**config.mk**
```make
export PLATFORM = sky130hd
export DESIGN_NAME = joystick_to_arm_joint_rates
export DESIGN_NICKNAME = d
export VERILOG_FILES = /design/src/jaj_pkg.sv /design/src/joystick_to_arm_joint_rates.sv
export SDC_FILE = /design/constraint.sdc
export NUM_CORES = 2
export LEC_CHECK = 0
export ABC_CLOCK_PERIOD_IN_PS = 52200
export BUFFER_PORTS_ARGS = -buffer_cell sky130_fd_sc_hd__buf_2
export CELL_PAD_IN_SITES_DETAIL_PLACEMENT = 1
export CELL_PAD_IN_SITES_GLOBAL_PLACEMENT = 1
export CORE_AREA = 2 2 319 242
export CTS_CLUSTER_DIAMETER = 120
export DETAILED_ROUTE_END_ITERATION = 10
export DIE_AREA = 0 0 321 244
export PLACE_DENSITY_LB_ADDON = 0.1
export SLEW_MARGIN = 20
export SYNTH_ARGS = -nofsm -noshare
export SYNTH_HDL_FRONTEND = slang
export SYNTH_SLANG_ARGS = --single-unit
```
**constraint.sdc**
```tcl
create_clock -name clk -period 52.2 [get_ports clk]
set_input_delay 10.44 -clock clk [delete_from_list [all_inputs] [get_ports clk]]
set_output_delay 10.44 -clock clk [all_outputs]
set_load 0.05 [all_outputs]
```
**src/jaj_pkg.sv**
```systemverilog
package jaj_pkg;

  // Item geometry
  localparam int AXIS_W     = 16;
  localparam int NUM_AXES   = 6;
  localparam int NUM_LANES  = 6;
  localparam int BTN_W      = 6;
  localparam int THR_W      = 16;
  localparam int CLAW_W     = 8;
  localparam int PORT_W     = 8;
  localparam int CFG_ADDR_W = 3;
  localparam int CFG_DATA_W = 16;

  // Arithmetic widths
  localparam int SV_W   = AXIS_W + 1;
  localparam int MAG_W  = AXIS_W + 1;
  localparam int Q_FRAC = 16;
  localparam int Q_W    = Q_FRAC + 1;
  localparam int PROD_W = MAG_W + Q_W;
  localparam int RND_W  = PROD_W - Q_FRAC;
  localparam int CMP_W  = (AXIS_W > THR_W) ? AXIS_W : THR_W;
  localparam int REM_W  = CMP_W + 1;
  localparam int CNT_W  = $clog2(Q_W);
  localparam int TGT_W  = CLAW_W + 2;

  localparam logic [CNT_W-1:0] CNT_LAST = CNT_W'(Q_W - 1);

  // Stream packing
  localparam int IN_BITS     = NUM_AXES * AXIS_W + BTN_W;
  localparam int IN_DATA_W   = ((IN_BITS + 7) / 8) * 8;
  localparam int BTN_LSB     = NUM_AXES * AXIS_W;
  localparam int OUT_REQ_BIT  = NUM_LANES * AXIS_W;
  localparam int OUT_POS_LSB  = OUT_REQ_BIT + 1;
  localparam int OUT_PORT_LSB = OUT_POS_LSB + CLAW_W;
  localparam int OUT_LIM_BIT  = OUT_PORT_LSB + PORT_W;
  localparam int OUT_BITS     = OUT_LIM_BIT + 1;
  localparam int OUT_DATA_W   = ((OUT_BITS + 7) / 8) * 8;

  // Input axis slots, in packing order
  localparam int AX_BASE     = 0;
  localparam int AX_ROLL     = 1;
  localparam int AX_SHOULDER = 2;
  localparam int AX_UPPER    = 3;
  localparam int AX_ELBOW    = 4;
  localparam int AX_THROTTLE = 5;

  // Rate lanes, in result packing order
  localparam int LN_BASE     = 0;
  localparam int LN_SHOULDER = 1;
  localparam int LN_UPPER    = 2;
  localparam int LN_ELBOW    = 3;
  localparam int LN_TILT     = 4;
  localparam int LN_ROLL     = 5;

  // Button bits
  localparam int BTN_TILT_PLUS  = 0;
  localparam int BTN_TILT_MINUS = 1;
  localparam int BTN_OPEN       = 2;
  localparam int BTN_CLOSE      = 3;
  localparam int BTN_FWD        = 4;
  localparam int BTN_BWD        = 5;

  // Register indexes
  localparam logic [CFG_ADDR_W-1:0] CFG_THROTTLE_ENABLE = CFG_ADDR_W'(0);
  localparam logic [CFG_ADDR_W-1:0] CFG_THROTTLE_MIN    = CFG_ADDR_W'(1);
  localparam logic [CFG_ADDR_W-1:0] CFG_THROTTLE_MAX    = CFG_ADDR_W'(2);
  localparam logic [CFG_ADDR_W-1:0] CFG_CLAW_MIN        = CFG_ADDR_W'(3);
  localparam logic [CFG_ADDR_W-1:0] CFG_CLAW_MAX        = CFG_ADDR_W'(4);
  localparam logic [CFG_ADDR_W-1:0] CFG_CLAW_PORT       = CFG_ADDR_W'(5);

  // Register reset values
  localparam logic                     THR_EN_RST   = 1'b1;
  localparam logic signed [THR_W-1:0]  THR_MIN_RST  = THR_W'(-(longint'(1) << (THR_W - 1)));
  localparam logic signed [THR_W-1:0]  THR_MAX_RST  = THR_W'((longint'(1) << (THR_W - 1)) - 1);
  localparam logic [CLAW_W-1:0]        CLAW_MIN_RST = CLAW_W'(8);
  localparam logic [CLAW_W-1:0]        CLAW_MAX_RST = CLAW_W'(63);
  localparam logic [PORT_W-1:0]        PORT_RST     = PORT_W'(12);

  // Q1.(AXIS_W-1) constants, rounded to nearest
  localparam longint FULL       = longint'(1) << (AXIS_W - 1);
  localparam longint SH_FWD_MAG = (7800 * FULL + 5000) / 10000;
  localparam longint UA_FWD_MAG = (9200 * FULL + 5000) / 10000;
  localparam longint SH_BWD_MAG = (9000 * FULL + 5000) / 10000;
  localparam longint UA_BWD_MAG = (8000 * FULL + 5000) / 10000;
  localparam longint DZ_SH_MAG  = (1000 * FULL + 5000) / 10000;
  localparam longint DZ_EL_MAG  = (2000 * FULL + 5000) / 10000;

  localparam logic signed [SV_W-1:0] K_SH_FWD   = SV_W'(-SH_FWD_MAG);
  localparam logic signed [SV_W-1:0] K_UA_FWD   = SV_W'(UA_FWD_MAG);
  localparam logic signed [SV_W-1:0] K_SH_BWD   = SV_W'(SH_BWD_MAG);
  localparam logic signed [SV_W-1:0] K_UA_BWD   = SV_W'(-UA_BWD_MAG);
  localparam logic signed [SV_W-1:0] K_FULL_POS = SV_W'(FULL);
  localparam logic signed [SV_W-1:0] K_FULL_NEG = SV_W'(-FULL);
  localparam logic [MAG_W-1:0]       DZ_SHOULDER = MAG_W'(DZ_SH_MAG);
  localparam logic [MAG_W-1:0]       DZ_ELBOW    = MAG_W'(DZ_EL_MAG);

  localparam logic [Q_W-1:0]    Q_ONE     = Q_W'(longint'(1) << Q_FRAC);
  localparam logic [RND_W-1:0]  R_MAX_POS = RND_W'(FULL - 1);
  localparam logic [RND_W-1:0]  R_MAX_NEG = RND_W'(FULL);
  localparam logic [AXIS_W-1:0] SAT_POS   = AXIS_W'(FULL - 1);
  localparam logic [AXIS_W-1:0] SAT_NEG   = AXIS_W'(-FULL);

  typedef enum logic [2:0] {
    ST_IDLE,
    ST_PREP,
    ST_DIV,
    ST_MUL,
    ST_FIN
  } state_t;

  // Round a sign-magnitude product half away from zero, then saturate.
  function automatic logic [AXIS_W-1:0] round_sat(input logic [PROD_W-1:0] p, input logic neg);
    logic [RND_W-1:0] r;
    r = p[PROD_W-1:Q_FRAC] + RND_W'(p[Q_FRAC-1]);
    if (!neg) begin
      return (r > R_MAX_POS) ? SAT_POS : r[AXIS_W-1:0];
    end
    return (r > R_MAX_NEG) ? SAT_NEG : AXIS_W'(~r + RND_W'(1));
  endfunction

endpackage

```
**src/joystick_to_arm_joint_rates.sv**
```systemverilog
// Maps one joystick sample (six Q1.15 axes and a button mask) to six saturated Q1.15 joint
// rates scaled by the throttle lever, and steps the claw servo position on fresh open or
// close presses. Every input item gives exactly one result item. A clamp step limits the
// throttle, a restoring divider forms the unsigned Q1.16 throttle factor one quotient bit
// per cycle, six shift-add lanes multiply the rates by that factor one factor bit per
// cycle, and a final step rounds, saturates and loads the output register once it is free;
// the next item can be taken in the cycle after, and none before then. A finished result
// waits in the output register while the next item is accepted. Write configuration only while idle.
module joystick_to_arm_joint_rates (
  input  logic                             clk,
  input  logic                             rst_n,
  input  logic                             in_tvalid,
  output logic                             in_tready,
  // base_stick, wrist_roll_axis, shoulder_axis, upper_arm_axis, elbow_axis, throttle_axis,
  // buttons, zero pad
  input  logic [jaj_pkg::IN_DATA_W-1:0]    in_tdata,
  output logic                             out_tvalid,
  input  logic                             out_tready,
  // base_rate, shoulder_rate, upper_arm_rate, elbow_rate, wrist_tilt_rate, wrist_roll_rate,
  // claw_request, claw_position, claw_port, claw_at_limit, zero pad
  output logic [jaj_pkg::OUT_DATA_W-1:0]   out_tdata,
  input  logic                             cfg_we,
  input  logic [jaj_pkg::CFG_ADDR_W-1:0]   cfg_addr,
  input  logic [jaj_pkg::CFG_DATA_W-1:0]   cfg_wdata
);

  // Configuration
  logic                                thr_en_r;
  logic signed [jaj_pkg::THR_W-1:0]    thr_min_r;
  logic signed [jaj_pkg::THR_W-1:0]    thr_max_r;
  logic [jaj_pkg::CLAW_W-1:0]          claw_min_r;
  logic [jaj_pkg::CLAW_W-1:0]          claw_max_r;
  logic [jaj_pkg::PORT_W-1:0]          claw_port_r;

  // Control
  jaj_pkg::state_t                     state_r, state_nxt;
  logic [jaj_pkg::CNT_W-1:0]           cnt_r, cnt_nxt;
  logic [jaj_pkg::CLAW_W-1:0]          claw_pos_r, claw_pos_nxt;
  logic                                latch_r, latch_nxt;
  logic                                out_valid_r, out_valid_nxt;

  // Item and datapath
  logic signed [jaj_pkg::AXIS_W-1:0]   axis_r [jaj_pkg::NUM_AXES];
  logic signed [jaj_pkg::AXIS_W-1:0]   axis_nxt [jaj_pkg::NUM_AXES];
  logic [jaj_pkg::BTN_W-1:0]           btn_r, btn_nxt;
  logic [jaj_pkg::REM_W-1:0]           rem_r, rem_nxt;
  logic [jaj_pkg::CMP_W-1:0]           den_r, den_nxt;
  logic [jaj_pkg::Q_W-1:0]             quo_r, quo_nxt;
  logic                                bypass_r, bypass_nxt;
  logic [jaj_pkg::PROD_W-1:0]          lane_p_r [jaj_pkg::NUM_LANES];
  logic [jaj_pkg::PROD_W-1:0]          lane_p_nxt [jaj_pkg::NUM_LANES];
  logic [jaj_pkg::MAG_W-1:0]           lane_mag_r [jaj_pkg::NUM_LANES];
  logic [jaj_pkg::MAG_W-1:0]           lane_mag_nxt [jaj_pkg::NUM_LANES];
  logic                                lane_neg_r [jaj_pkg::NUM_LANES];
  logic                                lane_neg_nxt [jaj_pkg::NUM_LANES];
  logic [jaj_pkg::OUT_DATA_W-1:0]      out_data_r, out_data_nxt;

  // Working signals
  logic signed [jaj_pkg::SV_W-1:0]     ax_sv [jaj_pkg::NUM_AXES];
  logic [jaj_pkg::MAG_W-1:0]           ax_abs [jaj_pkg::NUM_AXES];
  logic signed [jaj_pkg::SV_W-1:0]     lane_sv [jaj_pkg::NUM_LANES];
  logic [jaj_pkg::MAG_W:0]             lane_sum [jaj_pkg::NUM_LANES];
  logic signed [jaj_pkg::CMP_W-1:0]    thr_x, min_x, max_x, clamp_x;
  logic signed [jaj_pkg::CMP_W:0]      dif_x, rng_x;
  logic [jaj_pkg::REM_W-1:0]           trial;
  logic                                ge;
  logic [jaj_pkg::Q_W-1:0]             q_sel;
  logic                                fwd, bwd, tplus, tminus, bopen, bclose;
  logic signed [jaj_pkg::CLAW_W:0]     cdiff_x, cdiff_rnd;
  logic signed [jaj_pkg::CLAW_W:0]     step_x;
  logic signed [jaj_pkg::TGT_W-1:0]    pos_x, step_ext, up_tgt, dn_tgt, cmin_x, cmax_x;
  logic                                up_ok, dn_ok;
  logic                                fin_load;
  logic                                claw_req, claw_lim;

  assign in_tready  = (state_r == jaj_pkg::ST_IDLE);
  assign out_tvalid = out_valid_r;
  assign out_tdata  = out_data_r;

  always_comb begin
    // defaults: hold
    state_nxt     = state_r;
    cnt_nxt       = cnt_r;
    claw_pos_nxt  = claw_pos_r;
    latch_nxt     = latch_r;
    btn_nxt       = btn_r;
    rem_nxt       = rem_r;
    den_nxt       = den_r;
    quo_nxt       = quo_r;
    bypass_nxt    = bypass_r;
    out_data_nxt  = out_data_r;
    fin_load      = 1'b0;
    claw_req      = 1'b0;
    claw_lim      = 1'b0;
    for (int i = 0; i < jaj_pkg::NUM_AXES; i++) begin
      axis_nxt[i] = axis_r[i];
      ax_sv[i]    = jaj_pkg::SV_W'(axis_r[i]);
      ax_abs[i]   = ax_sv[i][jaj_pkg::SV_W-1] ? jaj_pkg::MAG_W'(-ax_sv[i])
                                              : jaj_pkg::MAG_W'(ax_sv[i]);
    end
    for (int i = 0; i < jaj_pkg::NUM_LANES; i++) begin
      lane_p_nxt[i]   = lane_p_r[i];
      lane_mag_nxt[i] = lane_mag_r[i];
      lane_neg_nxt[i] = lane_neg_r[i];
      lane_sum[i]     = {1'b0, lane_p_r[i][jaj_pkg::PROD_W-1:jaj_pkg::Q_W]}
                      + (lane_p_r[i][0] ? {1'b0, lane_mag_r[i]} : '0);
    end

    fwd    = btn_r[jaj_pkg::BTN_FWD];
    bwd    = btn_r[jaj_pkg::BTN_BWD];
    tplus  = btn_r[jaj_pkg::BTN_TILT_PLUS];
    tminus = btn_r[jaj_pkg::BTN_TILT_MINUS];
    bopen  = btn_r[jaj_pkg::BTN_OPEN];
    bclose = btn_r[jaj_pkg::BTN_CLOSE];

    // Lane operands; forward wins over backward
    lane_sv[jaj_pkg::LN_BASE] = -ax_sv[jaj_pkg::AX_BASE];
    if (fwd) begin
      lane_sv[jaj_pkg::LN_SHOULDER] = jaj_pkg::K_SH_FWD;
      lane_sv[jaj_pkg::LN_UPPER]    = jaj_pkg::K_UA_FWD;
      lane_sv[jaj_pkg::LN_TILT]     = jaj_pkg::K_FULL_NEG;
    end else if (bwd) begin
      lane_sv[jaj_pkg::LN_SHOULDER] = jaj_pkg::K_SH_BWD;
      lane_sv[jaj_pkg::LN_UPPER]    = jaj_pkg::K_UA_BWD;
      lane_sv[jaj_pkg::LN_TILT]     = jaj_pkg::K_FULL_POS;
    end else begin
      lane_sv[jaj_pkg::LN_SHOULDER] =
        (ax_abs[jaj_pkg::AX_SHOULDER] >= jaj_pkg::DZ_SHOULDER) ? -ax_sv[jaj_pkg::AX_SHOULDER]
                                                               : '0;
      lane_sv[jaj_pkg::LN_UPPER] = ax_sv[jaj_pkg::AX_UPPER];
      if (tplus && !tminus) begin
        lane_sv[jaj_pkg::LN_TILT] = jaj_pkg::K_FULL_POS;
      end else if (tminus && !tplus) begin
        lane_sv[jaj_pkg::LN_TILT] = jaj_pkg::K_FULL_NEG;
      end else begin
        lane_sv[jaj_pkg::LN_TILT] = '0;
      end
    end
    lane_sv[jaj_pkg::LN_ELBOW] =
      (ax_abs[jaj_pkg::AX_ELBOW] >= jaj_pkg::DZ_ELBOW) ? ax_sv[jaj_pkg::AX_ELBOW] : '0;
    lane_sv[jaj_pkg::LN_ROLL] = ax_sv[jaj_pkg::AX_ROLL];

    // Throttle clamp and divider operands
    thr_x   = jaj_pkg::CMP_W'(axis_r[jaj_pkg::AX_THROTTLE]);
    min_x   = jaj_pkg::CMP_W'(thr_min_r);
    max_x   = jaj_pkg::CMP_W'(thr_max_r);
    if (thr_x > max_x) begin
      clamp_x = max_x;
    end else if (thr_x < min_x) begin
      clamp_x = min_x;
    end else begin
      clamp_x = thr_x;
    end
    dif_x = (jaj_pkg::CMP_W + 1)'(clamp_x) - (jaj_pkg::CMP_W + 1)'(min_x);
    rng_x = (jaj_pkg::CMP_W + 1)'(max_x) - (jaj_pkg::CMP_W + 1)'(min_x);

    // One restoring step; the first step compares without doubling
    trial = (cnt_r == '0) ? rem_r : {rem_r[jaj_pkg::REM_W-2:0], 1'b0};
    ge    = (trial >= {1'b0, den_r});
    q_sel = bypass_r ? jaj_pkg::Q_ONE : {quo_r[jaj_pkg::Q_W-2:0], ge};

    // Claw step, truncated toward zero
    cdiff_x   = signed'({1'b0, claw_max_r}) - signed'({1'b0, claw_min_r});
    cdiff_rnd = cdiff_x + signed'({{jaj_pkg::CLAW_W{1'b0}}, cdiff_x[jaj_pkg::CLAW_W]});
    step_x    = cdiff_rnd >>> 1;
    step_ext  = jaj_pkg::TGT_W'(step_x);
    pos_x     = signed'({2'b00, claw_pos_r});
    cmin_x    = signed'({2'b00, claw_min_r});
    cmax_x    = signed'({2'b00, claw_max_r});
    up_tgt    = pos_x + step_ext;
    dn_tgt    = pos_x - step_ext;
    up_ok     = (up_tgt <= cmax_x) && (up_tgt >= 0) && (up_tgt <= 255);
    dn_ok     = (dn_tgt >= cmin_x) && (dn_tgt >= 0) && (dn_tgt <= 255);

    case (state_r)
      jaj_pkg::ST_IDLE: begin
        if (in_tvalid) begin
          for (int i = 0; i < jaj_pkg::NUM_AXES; i++) begin
            axis_nxt[i] = in_tdata[i*jaj_pkg::AXIS_W +: jaj_pkg::AXIS_W];
          end
          btn_nxt   = in_tdata[jaj_pkg::BTN_LSB +: jaj_pkg::BTN_W];
          state_nxt = jaj_pkg::ST_PREP;
        end
      end
      jaj_pkg::ST_PREP: begin
        rem_nxt    = jaj_pkg::REM_W'(dif_x);
        den_nxt    = rng_x[jaj_pkg::CMP_W-1:0];
        bypass_nxt = !thr_en_r || !(max_x > min_x);
        for (int i = 0; i < jaj_pkg::NUM_LANES; i++) begin
          lane_neg_nxt[i] = lane_sv[i][jaj_pkg::SV_W-1];
          lane_mag_nxt[i] = lane_sv[i][jaj_pkg::SV_W-1] ? jaj_pkg::MAG_W'(-lane_sv[i])
                                                        : jaj_pkg::MAG_W'(lane_sv[i]);
        end
        cnt_nxt   = '0;
        state_nxt = jaj_pkg::ST_DIV;
      end
      jaj_pkg::ST_DIV: begin
        rem_nxt = ge ? trial - {1'b0, den_r} : trial;
        quo_nxt = {quo_r[jaj_pkg::Q_W-2:0], ge};
        if (cnt_r == jaj_pkg::CNT_LAST) begin
          // load the factor into the low half of every lane
          for (int i = 0; i < jaj_pkg::NUM_LANES; i++) begin
            lane_p_nxt[i] = {jaj_pkg::MAG_W'(0), q_sel};
          end
          cnt_nxt   = '0;
          state_nxt = jaj_pkg::ST_MUL;
        end else begin
          cnt_nxt = cnt_r + jaj_pkg::CNT_W'(1);
        end
      end
      jaj_pkg::ST_MUL: begin
        for (int i = 0; i < jaj_pkg::NUM_LANES; i++) begin
          lane_p_nxt[i] = {lane_sum[i], lane_p_r[i][jaj_pkg::Q_W-1:1]};
        end
        if (cnt_r == jaj_pkg::CNT_LAST) begin
          state_nxt = jaj_pkg::ST_FIN;
        end else begin
          cnt_nxt = cnt_r + jaj_pkg::CNT_W'(1);
        end
      end
      jaj_pkg::ST_FIN: begin
        // hold until the output register is free
        if (!out_valid_r || out_tready) begin
          fin_load = 1'b1;
          if (bopen && !latch_r) begin
            latch_nxt = 1'b1;
            if (!up_ok) begin
              claw_lim = 1'b1;
            end else if (step_x != 0) begin
              claw_pos_nxt = up_tgt[jaj_pkg::CLAW_W-1:0];
              claw_req     = 1'b1;
            end
          end else if (bclose && !latch_r) begin
            latch_nxt = 1'b1;
            if (!dn_ok) begin
              claw_lim = 1'b1;
            end else if (step_x != 0) begin
              claw_pos_nxt = dn_tgt[jaj_pkg::CLAW_W-1:0];
              claw_req     = 1'b1;
            end
          end else if (!bopen && !bclose) begin
            latch_nxt = 1'b0;
          end
          out_data_nxt = '0;
          for (int i = 0; i < jaj_pkg::NUM_LANES; i++) begin
            out_data_nxt[i*jaj_pkg::AXIS_W +: jaj_pkg::AXIS_W] =
              jaj_pkg::round_sat(lane_p_r[i], lane_neg_r[i]);
          end
          out_data_nxt[jaj_pkg::OUT_REQ_BIT]                        = claw_req;
          out_data_nxt[jaj_pkg::OUT_POS_LSB +: jaj_pkg::CLAW_W]     = claw_pos_nxt;
          out_data_nxt[jaj_pkg::OUT_PORT_LSB +: jaj_pkg::PORT_W]    = claw_port_r;
          out_data_nxt[jaj_pkg::OUT_LIM_BIT]                        = claw_lim;
          state_nxt = jaj_pkg::ST_IDLE;
        end
      end
      default: begin
        state_nxt = jaj_pkg::ST_IDLE;
      end
    endcase

    if (fin_load) begin
      out_valid_nxt = 1'b1;
    end else if (out_tready) begin
      out_valid_nxt = 1'b0;
    end else begin
      out_valid_nxt = out_valid_r;
    end
  end

  always_ff @(posedge clk) begin
    if (!rst_n) begin
      state_r     <= jaj_pkg::ST_IDLE;
      cnt_r       <= '0;
      claw_pos_r  <= jaj_pkg::CLAW_MAX_RST;
      latch_r     <= 1'b0;
      out_valid_r <= 1'b0;
    end else begin
      state_r     <= state_nxt;
      cnt_r       <= cnt_nxt;
      claw_pos_r  <= claw_pos_nxt;
      latch_r     <= latch_nxt;
      out_valid_r <= out_valid_nxt;
    end
  end

  always_ff @(posedge clk) begin
    if (!rst_n) begin
      thr_en_r    <= jaj_pkg::THR_EN_RST;
      thr_min_r   <= jaj_pkg::THR_MIN_RST;
      thr_max_r   <= jaj_pkg::THR_MAX_RST;
      claw_min_r  <= jaj_pkg::CLAW_MIN_RST;
      claw_max_r  <= jaj_pkg::CLAW_MAX_RST;
      claw_port_r <= jaj_pkg::PORT_RST;
    end else if (cfg_we) begin
      case (cfg_addr)
        jaj_pkg::CFG_THROTTLE_ENABLE: thr_en_r    <= cfg_wdata[0];
        jaj_pkg::CFG_THROTTLE_MIN:    thr_min_r   <= cfg_wdata[jaj_pkg::THR_W-1:0];
        jaj_pkg::CFG_THROTTLE_MAX:    thr_max_r   <= cfg_wdata[jaj_pkg::THR_W-1:0];
        jaj_pkg::CFG_CLAW_MIN:        claw_min_r  <= cfg_wdata[jaj_pkg::CLAW_W-1:0];
        jaj_pkg::CFG_CLAW_MAX:        claw_max_r  <= cfg_wdata[jaj_pkg::CLAW_W-1:0];
        jaj_pkg::CFG_CLAW_PORT:       claw_port_r <= cfg_wdata[jaj_pkg::PORT_W-1:0];
        default: begin
        end
      endcase
    end
  end

  always_ff @(posedge clk) begin
    for (int i = 0; i < jaj_pkg::NUM_AXES; i++) begin
      axis_r[i] <= axis_nxt[i];
    end
    for (int i = 0; i < jaj_pkg::NUM_LANES; i++) begin
      lane_p_r[i]   <= lane_p_nxt[i];
      lane_mag_r[i] <= lane_mag_nxt[i];
      lane_neg_r[i] <= lane_neg_nxt[i];
    end
    btn_r      <= btn_nxt;
    rem_r      <= rem_nxt;
    den_r      <= den_nxt;
    quo_r      <= quo_nxt;
    bypass_r   <= bypass_nxt;
    out_data_r <= out_data_nxt;
  end

  a_accept_starts: assert property (@(posedge clk) disable iff (!rst_n)
    in_tvalid && in_tready |=> state_r == jaj_pkg::ST_PREP)
    else $error("accepted item did not start the clamp step");

  a_cnt_bound: assert property (@(posedge clk) disable iff (!rst_n)
    (state_r == jaj_pkg::ST_DIV || state_r == jaj_pkg::ST_MUL) |-> cnt_r <= jaj_pkg::CNT_LAST)
    else $error("step counter ran past the last factor bit");

  a_req_lim_excl: assert property (@(posedge clk) disable iff (!rst_n)
    out_valid_r |-> !(out_data_r[jaj_pkg::OUT_REQ_BIT] && out_data_r[jaj_pkg::OUT_LIM_BIT]))
    else $error("claw request and limit flagged on the same item");

  a_claw_hold: assert property (@(posedge clk) disable iff (!rst_n)
    !fin_load |=> $stable(claw_pos_r))
    else $error("claw position moved without a finished item");

  a_claw_req_moves: assert property (@(posedge clk) disable iff (!rst_n)
    fin_load && claw_req |=> claw_pos_r != $past(claw_pos_r))
    else $error("claw request without a position change");

endmodule

```
## Word level (Yosys, flattened, before mapping)

Memories as Yosys holds them, arrays and structs flattened.
Cells that the tools add are included.

| word-level totals | value |
|---|---|
| flip-flop bits (word level) | 245 |
| RAM bits | 408 |
| input bits | 128 |
| output and inout port bits | 122 |
| logic and storage cells | 246 |
| memories | 4 |

| operators by class | value |
|---|---|
| add/subtract/negate cells | 36 |
| order comparisons | 24 |
| equality and inequality tests | 15 |
| muxes and demuxes | 106 |
| bitwise operators | 6 |
| reduce and logical (&&, ||, !) cells | 38 |

Memory list:

| name | words | bits a word | read ports | clocked after Yosys merged registers in | write ports | RTL line | source |
|---|---|---|---|---|---|---|---|
| lane_p_r | 6 | 34 | 6 | 0 | 6 | joystick_to_arm_joint_rates.sv:50 | `logic [jaj_pkg::PROD_W-1:0] lane_p_r [jaj_pkg::NUM_LANES];` |
| lane_mag_r | 6 | 17 | 6 | 0 | 6 | joystick_to_arm_joint_rates.sv:52 | `logic [jaj_pkg::MAG_W-1:0] lane_mag_r [jaj_pkg::NUM_LANES];` |
| axis_r | 6 | 16 | 6 | 0 | 6 | joystick_to_arm_joint_rates.sv:43 | `logic signed [jaj_pkg::AXIS_W-1:0] axis_r [jaj_pkg::NUM_AXES];` |
| lane_neg_r | 6 | 1 | 6 | 0 | 6 | joystick_to_arm_joint_rates.sv:54 | `logic lane_neg_r [jaj_pkg::NUM_LANES];` |

Operators with widths:

| cell | count |
|---|---|
| 16-bit 2-to-1 mux | 26 |
| 204-bit case mux with 2 select lines | 1 |
| 17-bit 2-to-1 mux | 23 |
| 204-bit 2-to-1 mux | 1 |
| 96-bit 2-to-1 mux | 2 |
| 17-bit by 17-bit adder with 18-bit output | 6 |
| 18-bit by 1-bit adder with 18-bit output | 6 |
| 18-bit by 15-bit > comparator with 1-bit output (second input constant) | 6 |
| 18-bit by 16-bit > comparator with 1-bit output (second input constant) | 6 |
| 102-bit 2-to-1 mux | 1 |
| 17-bit negator | 6 |
| 16-bit by 1-bit adder with 16-bit output (second input constant) | 6 |
| 16-bit inverter | 6 |
| 34-bit 2-to-1 mux | 2 |
| 16-bit negator with 17-bit output | 4 |
| 8-bit 2-to-1 mux | 6 |
| 1-bit 2-to-1 mux | 34 |
| 17-bit case mux with 2 select lines | 1 |
| 16-bit > comparator | 2 |
| 32-bit nonzero test | 1 |
| 10-bit by 1-bit >= comparator with 1-bit output (second input constant) | 2 |
| 10-bit by 9-bit <= comparator with 1-bit output (second input constant) | 2 |
| 2-bit AND reduction | 9 |
| 17-bit by 12-bit >= comparator with 1-bit output (second input constant) | 1 |
| other kinds (32) | 65 |

## Depth between registers and ports, before layout

An unclocked memory read counts as a cell.

| logic depth | value |
|---|---|
| depth in word-level cells | 10 |
| mapped depth | 30 |
| gate-level depth less buffers | 29 |

## Worst setup path before layout

Ideal clock, no wire load.

| path | value |
|---|---|
| path type | reg-to-reg |
| from | register, netlist name state_r[1] |
| to | memory lane_p_r[0][0] (netlist name) (enable) |
| library setup time | 1.050 ns |
| data arrival time | 15.458 ns |
| required time | 51.150 ns |
| setup slack | 35.691 ns |
| stages on the path, launching flop included | 6 |
| path buffers | 2 |
| clock period less this slack | 16.509 ns |
| path through | dfxtp_1 > clkbuf_1 > inv_1 > or3_1 > clkbuf_1 > o21ai_0 |

RTL lines:

| what | RTL line |
|---|---|
| end: declaration | joystick_to_arm_joint_rates.sv:50 |

## Worst setup path after layout

| path | value |
|---|---|
| from | register state_r[2] |
| to | output port in_tready |

| between the ends | value |
|---|---|
| longest elaborated chain between the ends | 1 |

Ends and longest elaborated chain:

| what | RTL line | source |
|---|---|---|
| start: declaration | joystick_to_arm_joint_rates.sv:36 | `jaj_pkg::state_t state_r, state_nxt;` |
| start signal: assignment | joystick_to_arm_joint_rates.sv:272 | `state_r <= jaj_pkg::ST_IDLE;` |
| start signal: assignment | joystick_to_arm_joint_rates.sv:278 | `state_r <= state_nxt;` |
| 3-bit logical NOT | joystick_to_arm_joint_rates.sv:76 | `assign in_tready = (state_r == jaj_pkg::ST_IDLE);` |
| end: declaration | joystick_to_arm_joint_rates.sv:13 | `output logic in_tready,` |

Every way passes these cells.

==> reports/summary.txt <==
chip width = 321 um
IO Port Bufs = 241
logic gate share of total power = 16.0%
CP top delay family = simple AND/OR/NAND/NOR gates
total number of vias = 30200
clock tree buffer depth = 3
cell area after synthesis = 0.0395 mm2
Slew @ Worst Pin = 1.16 ns
share of layout cells above drive strength 1 = 11.0%
initial antenna violation count = 9
first-pass GRT wire length = 165000 um
Final period util = 23.7%
largest family of logic cells by synthesized area = simple AND/OR/NAND/NOR gates
sequence of cells on the critical path = nor3_1 -> buf_2
CTS root buffer = clkbuf_16
Worst Path Buf+Inv = 1
Synth cell types = 101
Hold Slack = 0.430 ns
Synth Instances = 3932
simple-gate share of the synthesized area = 17.3%
EDFF count, synth = 563
Final ANT Viol Nets = 0
drt first pass iters = 7
reg-to-reg endpoint = claw_pos_r[0]
Layout Utilization = 58.3%
ys flop type = edfxtp_1
status = finished clean
WHS Endpoint = out_tdata[109]
unrepaired setup endpoints after global routing = false
final slew viol count = 0
Worst Hold Depth = 0
HP Class = reg2reg
Final Non-Filler Cells = 5136
Worst setup SP type = flip-flop
Synth area leaders = edfxtp_1, ha_1, dfxtp_1
critical path capture point type = output port
HPWL after DPL = 75600 um
clock sink total = 638
io pins = 250
Starting Density = 52.7%
r2r worst-path depth = 27
post-cts sizing count = 0
Synth area leader = edfxtp_1
PwrDens = 30.0 mW/mm2
Sw Pwr = 0.356 mW
ys async rst share = 0%
Setup TNS = 0 ns
clock power share = 38.2%
Fillers = 8298
Synth top area share = 42.9%
CTS tree = yes
CP max stage delay = 0.52 ns
part of the Yosys area used for sequential elements = 46.7%
Final Hold Fails = 0
maxcap violations = 0
sequential share of power = 45.8%
Remaining DRCs = 0
CP Depth = 2
Fmax achieved = 0.0810 GHz
Initial DRC Count = 2199
Hold Startpoint = claw_port_r[4]
Core Footprint = 0.0749 mm2
pre-CTS setup slack = 39.40 ns
Leak = 17.4 nW
FF-to-FF Start = claw_max_r[0]
Die Span Y = 244 um
Max IR drop VDD = 27.0 uV
FF+latch count, synth = 638
Worst R2R Setup Slack = 45.74 ns
Wirelength per Cell = 20.1 um
critical path data required time = 41.76 ns
minimum clock period = 12.35 ns
xor/xnor share of the synthesized area = 6.28%
setup violators final = 0
hold_buf cts = 0
Core Rows = 87
synthesis warning total = 0
Post-CTS Setup Repair Bufs = 0
crit path max-delay cell type = nor3_1
Reg clk slew, reported paths = 0.06 ns
Net Sw Frac = 27.2%
slew margin rel. = 22.5%
Internal = 0.953 mW
Worst Path Class, Setup = reg2out
total die area = 0.0783 mm2
CTS buffer count = 70
Layout Area Growth over Synthesis = 10.7%
Critical Path AT = 1.91 ns
final WL = 103000 um
htree depth = 3
mux cell area share after synthesis = 1.45%
Total GRT Usage = 26.1%
worst setup margin = 39.85 ns
adder-cell share of the synthesized area = 8.34%
Mean Syn Cell Area = 10.0 um2
post-synthesis compound-gate area fraction = 16.2%
clock skew = 0.0229 ns
fin nets = 4484
worst skew pair latency = 0.63 ns
crit-path max FO = 10
Via density = 5.88
largest net degree at the start of global routing = 73
GPL Wtd Cong = 0.878
placed insts = 5008
total gr overflow = 0
vias in the first global route = 30300
[cell usage in the layout (no fill, tap or decap), drive strengths merged, types with 140 or more instances in the layout]
cell | synthesis | layout
ha | 243 | 243
xnor2 | 155 | 155
nor2 | 288 | 288
buf | 33 | 261
a21o | 171 | 171
o21ai | 210 | 210
a21oi | 244 | 244
nand2 | 348 | 348
edfxtp | 563 | 563
and2 | 140 | 140
inv | 203 | 206
[worst max path at each step]
stage                     slack, ns        endpoint  startpoint
after global placement        39.43   out_tdata[56]  out_tready
final                         39.85       in_tready  state_r[2]
after global routing          39.83       in_tready  state_r[2]
after floorplan               35.69  lane_p_r[0][0]  state_r[1]
after detailed placement      39.40   out_tdata[56]  out_tready
after CTS                     39.81       in_tready  state_r[2]
[per-layer routing]
metal | wire length (um) | vias up | share of wire [%] | GRT usage [%]
met2 | 46400 | 631 | 45 | 40.9
met4 | 1780 | 0 | 1.7 | 6.12
met1 | 50500 | 14800 | 49 | 38.5
li1 | - | 14700 | - | -
met3 | 4840 | 107 | 4.7 | 3.35
met5 | 0 | - | 0 | 0
[cell families (layout without fill, tap and decap cells)]
logic type               Yosys count  in the layout
AND/OR/NAND/NOR                 1352           1352
multiplexers                      54             54
other                              1             14
AO/OA/AOI/OAI                    971            971
buffers and inverters            377            589
XOR/XNOR                         283            283
flip-flops                       638            638
adder cells (fa/ha/maj)          256            256
[through the flow]
step / total power [mW] / instance area (um2)
floorplan: 0.759 / 39500
global placement: 0.806 / 41400
detailed placement: 0.815 / 41400
CTS: 1.32 / 43700
global route: 1.36 / 43700
finish: 1.31 / 43700
[final cells by class]
class                   count  area [um2]  share of cell area [%]
diodes                      4        10.0                  0.0229
clock buffers              89        1950                    4.46
clock inverters            35         330                   0.756
inverters                 204         766                    1.75
multi-input cells        2926       19600                    45.0
flip-flops and latches    638       18400                    42.1
well taps                 979        1220                    2.80
repair buffers            261        1360                    3.10
[power groups by stage]
stage | Clock [mW] | Sequential [mW] | Combinational, mW
after floorplan | 0 | 0.602 | 0.156
after global placement | 0 | 0.609 | 0.197
after detailed placement | 0 | 0.610 | 0.206
after CTS | 0.510 | 0.599 | 0.208
after global routing | 0.528 | 0.602 | 0.233
final | 0.500 | 0.599 | 0.209
[Yosys cell counts (8+ instances only)]
library cell  number
buf_4              8
nand2b_1          41
buf_2             14
a31oi_1           26
o21a_1            26
buf_1              8
nor2b_1           45
a21boi_0          21
inv_1            201
dfxtp_1           75
a211oi_1          19
nand3_1          106
xor2_1           128
and2_1           134
nand4_1           53
nor3_1           104
a21o_1           171
nor4b_1           10
nand2_1          348
o211ai_1          37
o21ai_0          208
a31o_2            11
or2_2             21
a22oi_1           56
ha_1             243
or3_1             35
fa_1              12
and3_1            64
o21bai_1          17
a2111oi_0          9
nor2_1           288
edfxtp_1         563
mux2_2            24
or4_1             15
nor3b_1           18
clkbuf_1         140
mux2i_1           30
nor4_1            22
a21oi_1          241
and4_1            13
xnor2_1          155
o31ai_1           22
[state kept, by name, summed over array words and instances (netlist names), 3 cells and up]
register / cells
cnt_r: 5
max_x: 16
quo_r: 16
lane_p_r: 204
rem_r: 17
min_x: 16
claw_max_r: 8
btn_r: 6
den_r: 16
claw_port_r: 8
axis_r: 96
state_r: 3
claw_min_r: 8
lane_neg_r: 6
lane_mag_r: 87
out_tdata: 114
claw_pos_r: 8
No activity file was read; power rests on OpenSTA's default activity.
